===== src/rtl/core/cpm_pkg.sv =====
package cpm_pkg;

    // Fixed widths of the item fields
    localparam int EXT_POS_W   = 32;
    localparam int OP_CODE_W   = 4;
    localparam int OP_LEN_W    = 28;

    // Default internal position width
    localparam int POS_WIDTH_DEF = 32;

    typedef enum logic [OP_CODE_W-1:0] {
        OP_M  = 4'd0,
        OP_I  = 4'd1,
        OP_D  = 4'd2,
        OP_N  = 4'd3,
        OP_S  = 4'd4,
        OP_H  = 4'd5,
        OP_P  = 4'd6,
        OP_EQ = 4'd7,
        OP_X  = 4'd8
    } cpm_op_t;

endpackage


===== src/rtl/core/cpm_if.sv =====
interface cpm_op_if import cpm_pkg::*; ();
    logic                        valid;
    logic                        ready;
    logic                        func;
    logic signed [EXT_POS_W-1:0] start_pos;
    logic signed [EXT_POS_W-1:0] leftmost_pos;
    logic [OP_CODE_W-1:0]        op_code;
    logic [OP_LEN_W-1:0]         op_length;
    logic                        first_op;
    logic                        last_op;

    modport source (
        output valid, func, start_pos, leftmost_pos, op_code, op_length, first_op, last_op,
        input  ready
    );

    modport sink (
        input  valid, func, start_pos, leftmost_pos, op_code, op_length, first_op, last_op,
        output ready
    );
endinterface

interface cpm_res_if import cpm_pkg::*; ();
    logic                        valid;
    logic                        ready;
    logic signed [EXT_POS_W-1:0] mapped_pos;
    logic                        not_mappable;

    modport source (
        output valid, mapped_pos, not_mappable,
        input  ready
    );

    modport sink (
        input  valid, mapped_pos, not_mappable,
        output ready
    );
endinterface


===== src/rtl/core/cigar_position_mapper_unit.sv =====
// Channel   Role   Item                                         Handshake
// ops       sink   func, start_pos, leftmost_pos, op_code,      valid/ready
//                  op_length, first_op, last_op
// results   source mapped_pos, not_mappable                     valid/ready
// cfg       write  narrow_to_left (cfg_we, cfg_wdata)           write enable only
//
// One op item is taken every cycle unless an item with last_op is stalled; a result is offered once the item
// with last_op has passed the input register and then the mapping step into the result register.
// The rate is set by the update of the running position registers.
// rst_n clears the walk state, the pipeline valid flags and sets narrow_to_left to 1.
// An item with last_op waits in the input register only while the result register is
// still full and not taken; other items never stall.
module cigar_position_mapper_unit import cpm_pkg::*; #(
    parameter int POS_WIDTH = POS_WIDTH_DEF
) (
    input  logic        clk,
    input  logic        rst_n,
    input  logic        cfg_we,
    input  logic        cfg_wdata,
    cpm_op_if.sink      ops,
    cpm_res_if.source   results
);

    localparam int EW = ((POS_WIDTH > EXT_POS_W) ? POS_WIDTH : EXT_POS_W) + 2;

    typedef logic signed [EW-1:0]        ew_t;
    typedef logic signed [POS_WIDTH-1:0] pos_t;

    function automatic logic fits_pos(ew_t x);
        return x[EW-1:POS_WIDTH-1] == {(EW-POS_WIDTH+1){x[POS_WIDTH-1]}};
    endfunction

    function automatic logic fits_ext(ew_t x);
        return x[EW-1:EXT_POS_W-1] == {(EW-EXT_POS_W+1){x[EXT_POS_W-1]}};
    endfunction

    // Configuration
    logic ntl_reg;

    // Input register
    logic                s1_valid_reg;
    logic                s1_func_reg;
    logic                s1_first_reg;
    logic                s1_last_reg;
    cpm_op_t             s1_op_reg;
    logic [OP_LEN_W-1:0] s1_len_reg;
    logic                s1_len_bad_reg;
    pos_t                s1_ld_tgt_reg;
    pos_t                s1_ld_run_reg;
    logic                s1_ld_ovf_reg;

    // Walk state
    logic dir_reg;
    pos_t tgt_reg;
    pos_t run_reg;
    pos_t con_reg;
    logic ovf_reg;

    // Result register
    logic                        out_valid_reg;
    logic signed [EXT_POS_W-1:0] out_pos_reg;
    logic                        out_na_reg;

    logic accept;
    logic advance;

    // Record load, computed straight from the ports
    ew_t  ld_s;
    ew_t  ld_l;
    ew_t  ld_mid;
    ew_t  ld_run;
    ew_t  ld_len;
    logic ld_ovf;

    always_comb
    begin
        ld_s   = ew_t'(ops.start_pos);
        ld_l   = ew_t'(ops.leftmost_pos);
        ld_len = ew_t'({1'b0, ops.op_length});
        ld_mid = ops.func ? (ld_s - ld_l) : (ld_s + ld_l);
        ld_run = ops.func ? (ld_mid + ew_t'(1)) : (ld_mid - ew_t'(1));
        ld_ovf = !fits_pos(ld_s) || !fits_pos(ld_l) || !fits_pos(ld_mid) || !fits_pos(ld_run);
    end

    assign advance   = s1_valid_reg && (!s1_last_reg || !out_valid_reg || results.ready);
    assign ops.ready = !s1_valid_reg || advance;
    assign accept    = ops.valid && ops.ready;

    // Mapping step
    logic cur_dir;
    ew_t  tgt_x;
    ew_t  run_x;
    ew_t  con_x;
    ew_t  len_x;
    logic cur_ovf;
    logic walking;
    ew_t  con_plus_len;
    ew_t  run_plus_len;
    ew_t  run_minus_len;
    ew_t  gap_w;
    ew_t  gap_d;
    ew_t  run_in_ins;
    ew_t  run_in_ins_r;
    ew_t  con_r;
    ew_t  run_next;
    ew_t  con_next;
    logic ovf_next;
    logic walk_after;
    logic na_next;

    always_comb
    begin
        cur_dir = s1_first_reg ? s1_func_reg : dir_reg;
        tgt_x   = ew_t'(s1_first_reg ? s1_ld_tgt_reg : tgt_reg);
        run_x   = ew_t'(s1_first_reg ? s1_ld_run_reg : run_reg);
        con_x   = s1_first_reg ? ew_t'(0) : ew_t'(con_reg);
        cur_ovf = s1_first_reg ? s1_ld_ovf_reg : ovf_reg;
        len_x   = ew_t'({1'b0, s1_len_reg});

        walking = cur_dir ? (con_x < run_x) : (con_x < tgt_x);

        con_plus_len  = con_x + len_x;
        run_plus_len  = run_x + len_x;
        run_minus_len = run_x - len_x;
        gap_w         = tgt_x - con_x;
        gap_d         = run_x - con_x;
        run_in_ins    = run_x - gap_w;
        run_in_ins_r  = run_in_ins + ew_t'(1);
        con_r         = con_x + ew_t'(1);

        run_next = run_x;
        con_next = con_x;
        ovf_next = cur_ovf;

        if (!cur_ovf && walking)
        begin
            if (s1_len_bad_reg)
            begin
                ovf_next = 1'b1;
            end
            else if (!cur_dir)
            begin
                case (s1_op_reg) inside
                    OP_M, OP_EQ, OP_X, OP_S:
                    begin
                        con_next = con_plus_len;
                        ovf_next = !fits_pos(con_plus_len);
                    end
                    OP_I:
                    begin
                        // Inside the insertion the position narrows to one of its ends.
                        if (gap_w > len_x)
                        begin
                            run_next = run_minus_len;
                            ovf_next = !fits_pos(run_minus_len);
                        end
                        else if (ntl_reg)
                        begin
                            run_next = run_in_ins;
                            ovf_next = !fits_pos(run_in_ins);
                        end
                        else
                        begin
                            run_next = run_in_ins_r;
                            ovf_next = !fits_pos(run_in_ins) || !fits_pos(run_in_ins_r);
                        end
                        con_next = con_plus_len;
                        ovf_next = ovf_next || !fits_pos(con_plus_len);
                    end
                    OP_D, OP_N:
                    begin
                        run_next = run_plus_len;
                        ovf_next = !fits_pos(run_plus_len);
                    end
                    default:
                    begin
                    end
                endcase
            end
            else
            begin
                case (s1_op_reg) inside
                    OP_M, OP_EQ, OP_X:
                    begin
                        con_next = con_plus_len;
                        ovf_next = !fits_pos(con_plus_len);
                    end
                    OP_I, OP_S:
                    begin
                        run_next = run_plus_len;
                        con_next = con_plus_len;
                        ovf_next = !fits_pos(run_plus_len) || !fits_pos(con_plus_len);
                    end
                    OP_D, OP_N:
                    begin
                        if (gap_d > len_x)
                        begin
                            run_next = run_minus_len;
                            ovf_next = !fits_pos(run_minus_len);
                        end
                        else if (ntl_reg)
                        begin
                            run_next = con_x;
                        end
                        else
                        begin
                            run_next = con_r;
                            ovf_next = !fits_pos(con_r);
                        end
                    end
                    default:
                    begin
                    end
                endcase
            end
        end

        walk_after = cur_dir ? (con_next < run_next) : (con_next < tgt_x);
        na_next    = ovf_next || walk_after || !fits_ext(run_next);
        if (cur_dir)
        begin
            na_next = na_next || run_next[EW-1] || (run_next == ew_t'(0));
        end
        else
        begin
            na_next = na_next || tgt_x[EW-1] || (tgt_x == ew_t'(0));
        end
    end

    // Control state
    always_ff @(posedge clk or negedge rst_n)
    begin
        if (!rst_n)
        begin
            ntl_reg       <= 1'b1;
            s1_valid_reg  <= 1'b0;
            out_valid_reg <= 1'b0;
            dir_reg       <= 1'b0;
            tgt_reg       <= '0;
            run_reg       <= '0;
            con_reg       <= '0;
            ovf_reg       <= 1'b0;
        end
        else
        begin
            if (cfg_we)
            begin
                ntl_reg <= cfg_wdata;
            end

            if (accept)
            begin
                s1_valid_reg <= 1'b1;
            end
            else if (advance)
            begin
                s1_valid_reg <= 1'b0;
            end

            if (advance && s1_last_reg)
            begin
                out_valid_reg <= 1'b1;
            end
            else if (results.ready)
            begin
                out_valid_reg <= 1'b0;
            end

            if (advance)
            begin
                dir_reg <= cur_dir;
                tgt_reg <= pos_t'(tgt_x[POS_WIDTH-1:0]);
                run_reg <= pos_t'(run_next[POS_WIDTH-1:0]);
                con_reg <= pos_t'(con_next[POS_WIDTH-1:0]);
                ovf_reg <= ovf_next;
            end
        end
    end

    // Payload registers
    always_ff @(posedge clk)
    begin
        if (accept)
        begin
            s1_func_reg    <= ops.func;
            s1_first_reg   <= ops.first_op;
            s1_last_reg    <= ops.last_op;
            s1_op_reg      <= cpm_op_t'(ops.op_code);
            s1_len_reg     <= ops.op_length;
            s1_len_bad_reg <= !fits_pos(ld_len);
            s1_ld_tgt_reg  <= pos_t'(ld_s[POS_WIDTH-1:0]);
            s1_ld_run_reg  <= pos_t'(ld_run[POS_WIDTH-1:0]);
            s1_ld_ovf_reg  <= ld_ovf;
        end

        if (advance && s1_last_reg)
        begin
            out_pos_reg <= na_next ? '0 : run_next[EXT_POS_W-1:0];
            out_na_reg  <= na_next;
        end
    end

    assign results.valid        = out_valid_reg;
    assign results.mapped_pos   = out_pos_reg;
    assign results.not_mappable = out_na_reg;

`ifndef NO_ASSERTIONS
    a_na_zero: assert property (@(posedge clk) disable iff (!rst_n)
        results.valid && results.not_mappable |-> results.mapped_pos == '0)
        else $error("unmappable result carries a nonzero position");

    a_last_stalls: assert property (@(posedge clk) disable iff (!rst_n)
        s1_valid_reg && s1_last_reg && out_valid_reg && !results.ready |-> !ops.ready)
        else $error("input taken while a final item is blocked");

    a_last_gives_result: assert property (@(posedge clk) disable iff (!rst_n)
        advance && s1_last_reg |=> out_valid_reg)
        else $error("final item produced no result");

    a_ovf_sticky: assert property (@(posedge clk) disable iff (!rst_n)
        ovf_reg && !(advance && s1_first_reg) |=> ovf_reg)
        else $error("overflow flag cleared within a record");
`endif

endmodule

===== src/flat_wrapper.sv =====
// flat-port wrapper written by rule: the top's interface ports become plain ports
module cigar_position_mapper_unit_flat import cpm_pkg::*;
#(
    parameter int POS_WIDTH = POS_WIDTH_DEF
)
  (clk, rst_n, cfg_we, cfg_wdata, ops_valid, ops_func, ops_start_pos, ops_leftmost_pos, ops_op_code, ops_op_length, ops_first_op, ops_last_op, ops_ready, results_valid, results_mapped_pos, results_not_mappable, results_ready);
  cpm_op_if ops_i ();
  cpm_res_if results_i ();
  input  logic clk;
  input  logic rst_n;
  input  logic cfg_we;
  input  logic cfg_wdata;
  input wire logic [$bits(ops_i.valid)-1:0] ops_valid;
  input wire logic [$bits(ops_i.func)-1:0] ops_func;
  input wire logic [$bits(ops_i.start_pos)-1:0] ops_start_pos;
  input wire logic [$bits(ops_i.leftmost_pos)-1:0] ops_leftmost_pos;
  input wire logic [$bits(ops_i.op_code)-1:0] ops_op_code;
  input wire logic [$bits(ops_i.op_length)-1:0] ops_op_length;
  input wire logic [$bits(ops_i.first_op)-1:0] ops_first_op;
  input wire logic [$bits(ops_i.last_op)-1:0] ops_last_op;
  output wire logic [$bits(ops_i.ready)-1:0] ops_ready;
  output wire logic [$bits(results_i.valid)-1:0] results_valid;
  output wire logic [$bits(results_i.mapped_pos)-1:0] results_mapped_pos;
  output wire logic [$bits(results_i.not_mappable)-1:0] results_not_mappable;
  input wire logic [$bits(results_i.ready)-1:0] results_ready;
  assign ops_i.valid = ops_valid;
  assign ops_i.func = ops_func;
  assign ops_i.start_pos = ops_start_pos;
  assign ops_i.leftmost_pos = ops_leftmost_pos;
  assign ops_i.op_code = ops_op_code;
  assign ops_i.op_length = ops_op_length;
  assign ops_i.first_op = ops_first_op;
  assign ops_i.last_op = ops_last_op;
  assign ops_ready = ops_i.ready;
  assign results_valid = results_i.valid;
  assign results_mapped_pos = results_i.mapped_pos;
  assign results_not_mappable = results_i.not_mappable;
  assign results_i.ready = results_ready;
  cigar_position_mapper_unit #(.POS_WIDTH(POS_WIDTH)) u_core (.clk(clk), .rst_n(rst_n), .cfg_we(cfg_we), .cfg_wdata(cfg_wdata), .ops(ops_i), .results(results_i));
endmodule

===== config.mk =====
export PLATFORM = sky130hd
export DESIGN_NAME = cigar_position_mapper_unit_flat
export DESIGN_NICKNAME = d
export VERILOG_FILES = /design/src/rtl/core/cpm_pkg.sv /design/src/rtl/core/cpm_if.sv /design/src/rtl/core/cigar_position_mapper_unit.sv /design/src/flat_wrapper.sv
export SDC_FILE = /design/constraint.sdc
export NUM_CORES = 1
export LEC_CHECK = 0
export ABC_CLOCK_PERIOD_IN_PS = 15700
export CORE_MARGIN = 2
export CORE_UTILIZATION = 50
export DETAILED_ROUTE_END_ITERATION = 7
export DONT_BUFFER_PORTS = 1
export GPL_ROUTABILITY_DRIVEN = 1
export PLACE_DENSITY_LB_ADDON = 0.1
export SYNTH_ARGS = -nofsm -noshare
export SYNTH_HDL_FRONTEND = slang
export SYNTH_SLANG_ARGS = --single-unit

===== constraint.sdc =====
create_clock -name clk -period 15.7 [get_ports clk]
set_clock_uncertainty 0.2 [all_clocks]
set_input_delay 2.355 -clock clk [delete_from_list [all_inputs] [get_ports clk]]
set_output_delay 2.355 -clock clk [all_outputs]
set_load 0.03 [all_outputs]

Word level (Yosys, flattened, before mapping). Cells that the tools add are included.

Bits in registers: 234. Input port bits: 105. Word-level logic and storage cells: 138.

Add/sub/neg operators: 12. Magnitude comparators: 6. Equal/unequal tests: 15. Multiplexer cells: 48. Reductions and logical operators: 39.

Operators by type and width (count): 2-to-1 mux 34 bit (23); less-than comparator 34 bit (4); adder 34 x 2 -> 34 bit (second input constant) (3); subtractor 34 bit (3); adder 34 x 29 -> 34 bit (2); greater-than comparator 34 x 29 -> 1 bit (2); zero test 34 bit (2); subtractor 34 x 2 -> 34 bit (second input constant) (1); subtractor 34 x 29 -> 34 bit (1); adder 32 x 32 -> 33 bit (1); subtractor 32 x 32 -> 33 bit (1); 2-to-1 mux 1 bit (25); == test 2 bit (9); zero test 1 bit (13); logical OR 1 bit (13); == test 4 x 2 -> 1 bit (second input constant) (2); == test 4 x 3 -> 1 bit (second input constant) (2); == test 4 x 1 -> 1 bit (second input constant) (1); == test 4 bit (second input constant) (1); logical AND 1 bit (4); zero test 4 bit (1); nonzero test 2 bit (2); OR reduction 2 bit (2); OR reduction 4 bit (1); OR reduction 3 bit (1).

Logic depth before layout (Yosys ltp).
Depth after elaboration: 23. Depth in mapped cells: 56. Depth with buffers taken out: 46.

Worst setup path before layout. OpenSTA, ideal clock, no wires.

Kind: flip-flop to flip-flop. Start: register u_core.s1_first_reg. End: register u_core.out_pos_reg[29] (netlist: u_core.results.mapped_pos[29]) (data pin). Arrival: 10.161 ns. Setup slack: 5.069 ns. Cell stages (with the launch flop): 54. Path buffers: 11. Clock period less this slack: 10.631 ns. Cells stage by stage: edfxtp_1 > buf_6 > buf_6 > buf_6 > buf_6 > buf_2 > buf_2 > clkbuf_1 > buf_2 > buf_2 > buf_2 > mux2i_1 > inv_1 > ha_1 > or4_1 > o211ai_2 > o21ai_0 > a21oi_1 > [18 not listed] > ha_1 > and4_1 > and3_1 > xor2_1 > nand2_1 > a21oi_1 > ha_1 > nand4_1 > nor2_1 > nand2_1 > a2111oi_0 > o21ai_0 > a221o_1 > nor3_1 > a41oi_1 > a31oi_4 > buf_6 > nor3_2.

Word-level cells in the longest chain between the ends: 23.

RTL lines: start: declaration (RTL line cigar_position_mapper_unit.sv:43) `logic s1_first_reg;`; start signal: assignment (RTL line cigar_position_mapper_unit.sv:286) `s1_first_reg <= ops.first_op;`; 2-to-1 mux 34 bit * (RTL line cigar_position_mapper_unit.sv:114) `tgt_x = ew_t'(s1_first_reg ? s1_ld_tgt_reg : tgt_reg);`; named net u_core.tgt_x[6] (RTL line cigar_position_mapper_unit.sv:91) `ew_t tgt_x;`; branches (longest 22 deep; another with subtractor 34 bit); end signal: assignment (RTL line cigar_position_mapper_unit.sv:298) `out_pos_reg <= na_next ? '0 : run_next[EXT_POS_W-1:0];`; end: declaration (RTL line cigar_position_mapper_unit.sv:61) `logic signed [EXT_POS_W-1:0] out_pos_reg;`.

Mark *: on every way through the listed nets, which the timed path passes. The select of a mux whose other input is x is not followed. A chain may end at the register's enable or synchronous reset.

Worst setup path after layout.
Start: register u_core.s1_first_reg. End: register u_core.out_pos_reg[6] (netlist: u_core.results.mapped_pos[6]) (data pin).

Word-level cells in the longest chain between the ends: 23.

RTL lines: branches (longest 23 deep; another with subtractor 34 bit).

Several ways; the timed one is not identified. The select of a mux whose other input is x is not followed.

==> run summary <==
status: complete, no violations
top cells by count, synth: ha_1, nand2_1, nor2_1, a21oi_1, o21ai_0
Yosys warning count: 0
num ports: 140
Syn Inst Count: 3882
gr ovfl total: 0
slew margin rel.: 0.160
DRT Wirelength: 131000 um
drt drc: 0
slowest stage delay, CP: 0.78 ns
Top FF cell, synth: edfxtp_1
CP Capture Type: flip-flop
first-iteration detailed-routing DRC count: 3700
routed len/inst: 28.2 um
top post-synthesis cells by area: ha_1, edfxtp_1, dfrtp_1, xnor2_1, a21oi_1
Worst IR Drop VDD: 0.0916 mV
DR vias: 30764
Leak: 13.8 nW
postcts setup bufs: 0
clk_lat worst skew: 0.59 ns
Max Fclk: 77.9 MHz
Hold Path Stages: 2
global-route wire length before repair: 187000 um
top-area cell type share of the netlist area: 0.146
CTS Root Cell: clkbuf_16
Post-synth EDFFs: 133
Hold Buf Count CTS: 0
clk sink count: 234
CTS buffer count: 29
Synth-to-Final Area Change: 5.18%
# resized after CTS: 0
worst path setup slack after routing: 2.87 ns
endpoints failing hold: 0
gr usage total: 0.398
Placement Setup Slack: 3.33 ns
leading area contributor after synthesis: ha_1
CP dominant cell by count: a21o_1
HP Start: u_core.run_reg[22]$_DFFE_PN0P_
CORE AREA: 61600 um^2
Worst-path clk slew: 0.06 ns
crit path kind: flip-flop to flip-flop
nets@finish: 4274
die height: 253 um
Die ar.: 64100 um^2
Final Wtd Congestion: 1.08
Worst EP arrival: 12.92 ns
Distinct cells, synth: 118
largest net degree at the start of global routing: 116
HP Class: flip-flop to flip-flop
Slew @ Worst Pin: 1.25 ns
# setup viols final: 0
Syn Nets: 4356
most frequent cell after synthesis: ha_1
Tmin final: 12.83 ns
Final HPWL DP: 108000 um
worst reg2reg setup slack: 2.87 ns
Util after Layout: 0.530
via density per instance: 6.60
row cnt: 91
Initial Util: 0.504
Pins Over Slew Limit: 0
worst r2r src: u_core.s1_first_reg$_DFFE_PP_
Die Width: 253 um
register area share after synthesis: 0.210
MaxCap Viol Count: 0
layout cells sized above 1: 0.0709
highest fanout seen on the critical path: 115
number of global-route vias before repair: 28483
Worst setup SP type: flip-flop
CP max-delay cell: a21oi_1
dpl cells: 4606
Worst Path Required: 15.79 ns
r2r endpoint: u_core.results.mapped_pos[6]$_SDFFCE_PP0P_
DRT Pass-1 Iters: 6
Hold Path End: u_core.run_reg[22]$_DFFE_PN0P_
Fin Setup TNS: 0 ns
Layout Cells excl Fill: 4660
Synth Register Bits: 234
H-tree Lvls: 1
Power Density: 222 nW/um^2
Synth Cell Area: 31000 um^2
buffers from clock root to sink, at most: 3
r2r worst-path depth: 44
ANT nets after route: 0
RSZ-0062 raised after global routing: no
initial antenna violation count: 1
port bufs: 0
FFs w/ async S/R, synth: 0.432
period utilization: 0.817
syn avg cell area: 8.00 um^2
CTS tree: built
metrics by stage:
step,hold WS [ns],area [um^2],power (W)
6_report,0.278,32700,0.00724
3_3_place_gp,0.261,31800,0.00637
2_1_floorplan,0.246,31000,0.00464
5_1_grt,0.299,32700,0.00762
4_1_cts,0.282,32700,0.00702
3_5_place_dp,0.269,31800,0.00634
cells by family after synthesis:
kind of cell / after synthesis / share of synthesized area
compound gates: 1160 / 0.248
simple gates: 1291 / 0.210
buf+inv: 396 / 0.0521
mux: 121 / 0.0413
xor+xnor: 307 / 0.0871
flops: 234 / 0.210
fa+ha+maj: 373 / 0.151
layer usage:
metal / track usage / share of wire / routed length (um) / vias to the layer above
met5: 0 / 0 / 0 / -
met4: 0.203 / 0.061 / 7960 / 0
met3: 0.112 / 0.11 / 14800 / 354
met2: 0.607 / 0.42 / 55000 / 1628
met1: 0.513 / 0.41 / 53500 / 14625
li1: - / - / - / 14157
power by group:
part	total [W]	internal, W	switching [W]
clock network	0.000643	0.000363	0.000280
logic	0.00565	0.00189	0.00375
registers	0.000951	0.000811	0.000140
cells in the final DEF, fill, tap and decap left out, drive strengths merged, types with 74 or more instances in the layout:
cell type	count
ha	363
nand2	350
nor2	300
a21oi	290
o21ai	286
inv	240
xnor2	228
nor3	140
edfxtp	133
dfrtp	100
a21o	91
nand3	91
xor2	79
nand4	79
mux2i	74
how the worst max path moves through the flow:
stage | start | to | slack (ns) | depth (start not counted)
2_1_floorplan | u_core.s1_first_reg$_DFFE_PP_ | u_core.results.mapped_pos[29]$_SDFFCE_PP0P_ | 5.07 | 53
3_3_place_gp | u_core.s1_first_reg$_DFFE_PP_ | u_core.results.mapped_pos[0]$_SDFFCE_PP0P_ | 3.40 | 39
3_5_place_dp | u_core.s1_first_reg$_DFFE_PP_ | u_core.results.mapped_pos[0]$_SDFFCE_PP0P_ | 3.33 | 44
4_1_cts | u_core.s1_first_reg$_DFFE_PP_ | u_core.results.mapped_pos[10]$_SDFFCE_PP0P_ | 3.28 | 46
5_1_grt | u_core.s1_first_reg$_DFFE_PP_ | u_core.results.mapped_pos[16]$_SDFFCE_PP0P_ | 2.34 | 46
6_report | u_core.s1_first_reg$_DFFE_PP_ | u_core.results.mapped_pos[6]$_SDFFCE_PP0P_ | 2.87 | 44
cell type report:
class                   instances  area [um^2]
clock inverters                14          120
well taps                     837         1050
diodes                          1         2.50
fillers                      6028        28900
flip-flops and latches        234         6520
clock buffers                  39          773
multi-input cells            3252        22900
inverters                     237          890
repair buffers                 46          358
critical path: cells and delay by family (launching register included):
kind / cells / cell delay [ns]
buf+inv: 3 / 1.40
xor+xnor: 1 / 0.47
flops: 1 / 0.41
compound gates: 27 / 6.83
simple gates: 10 / 2.00
fa+ha+maj: 3 / 1.00
Note: power is estimated with default switching activity, not from simulation.
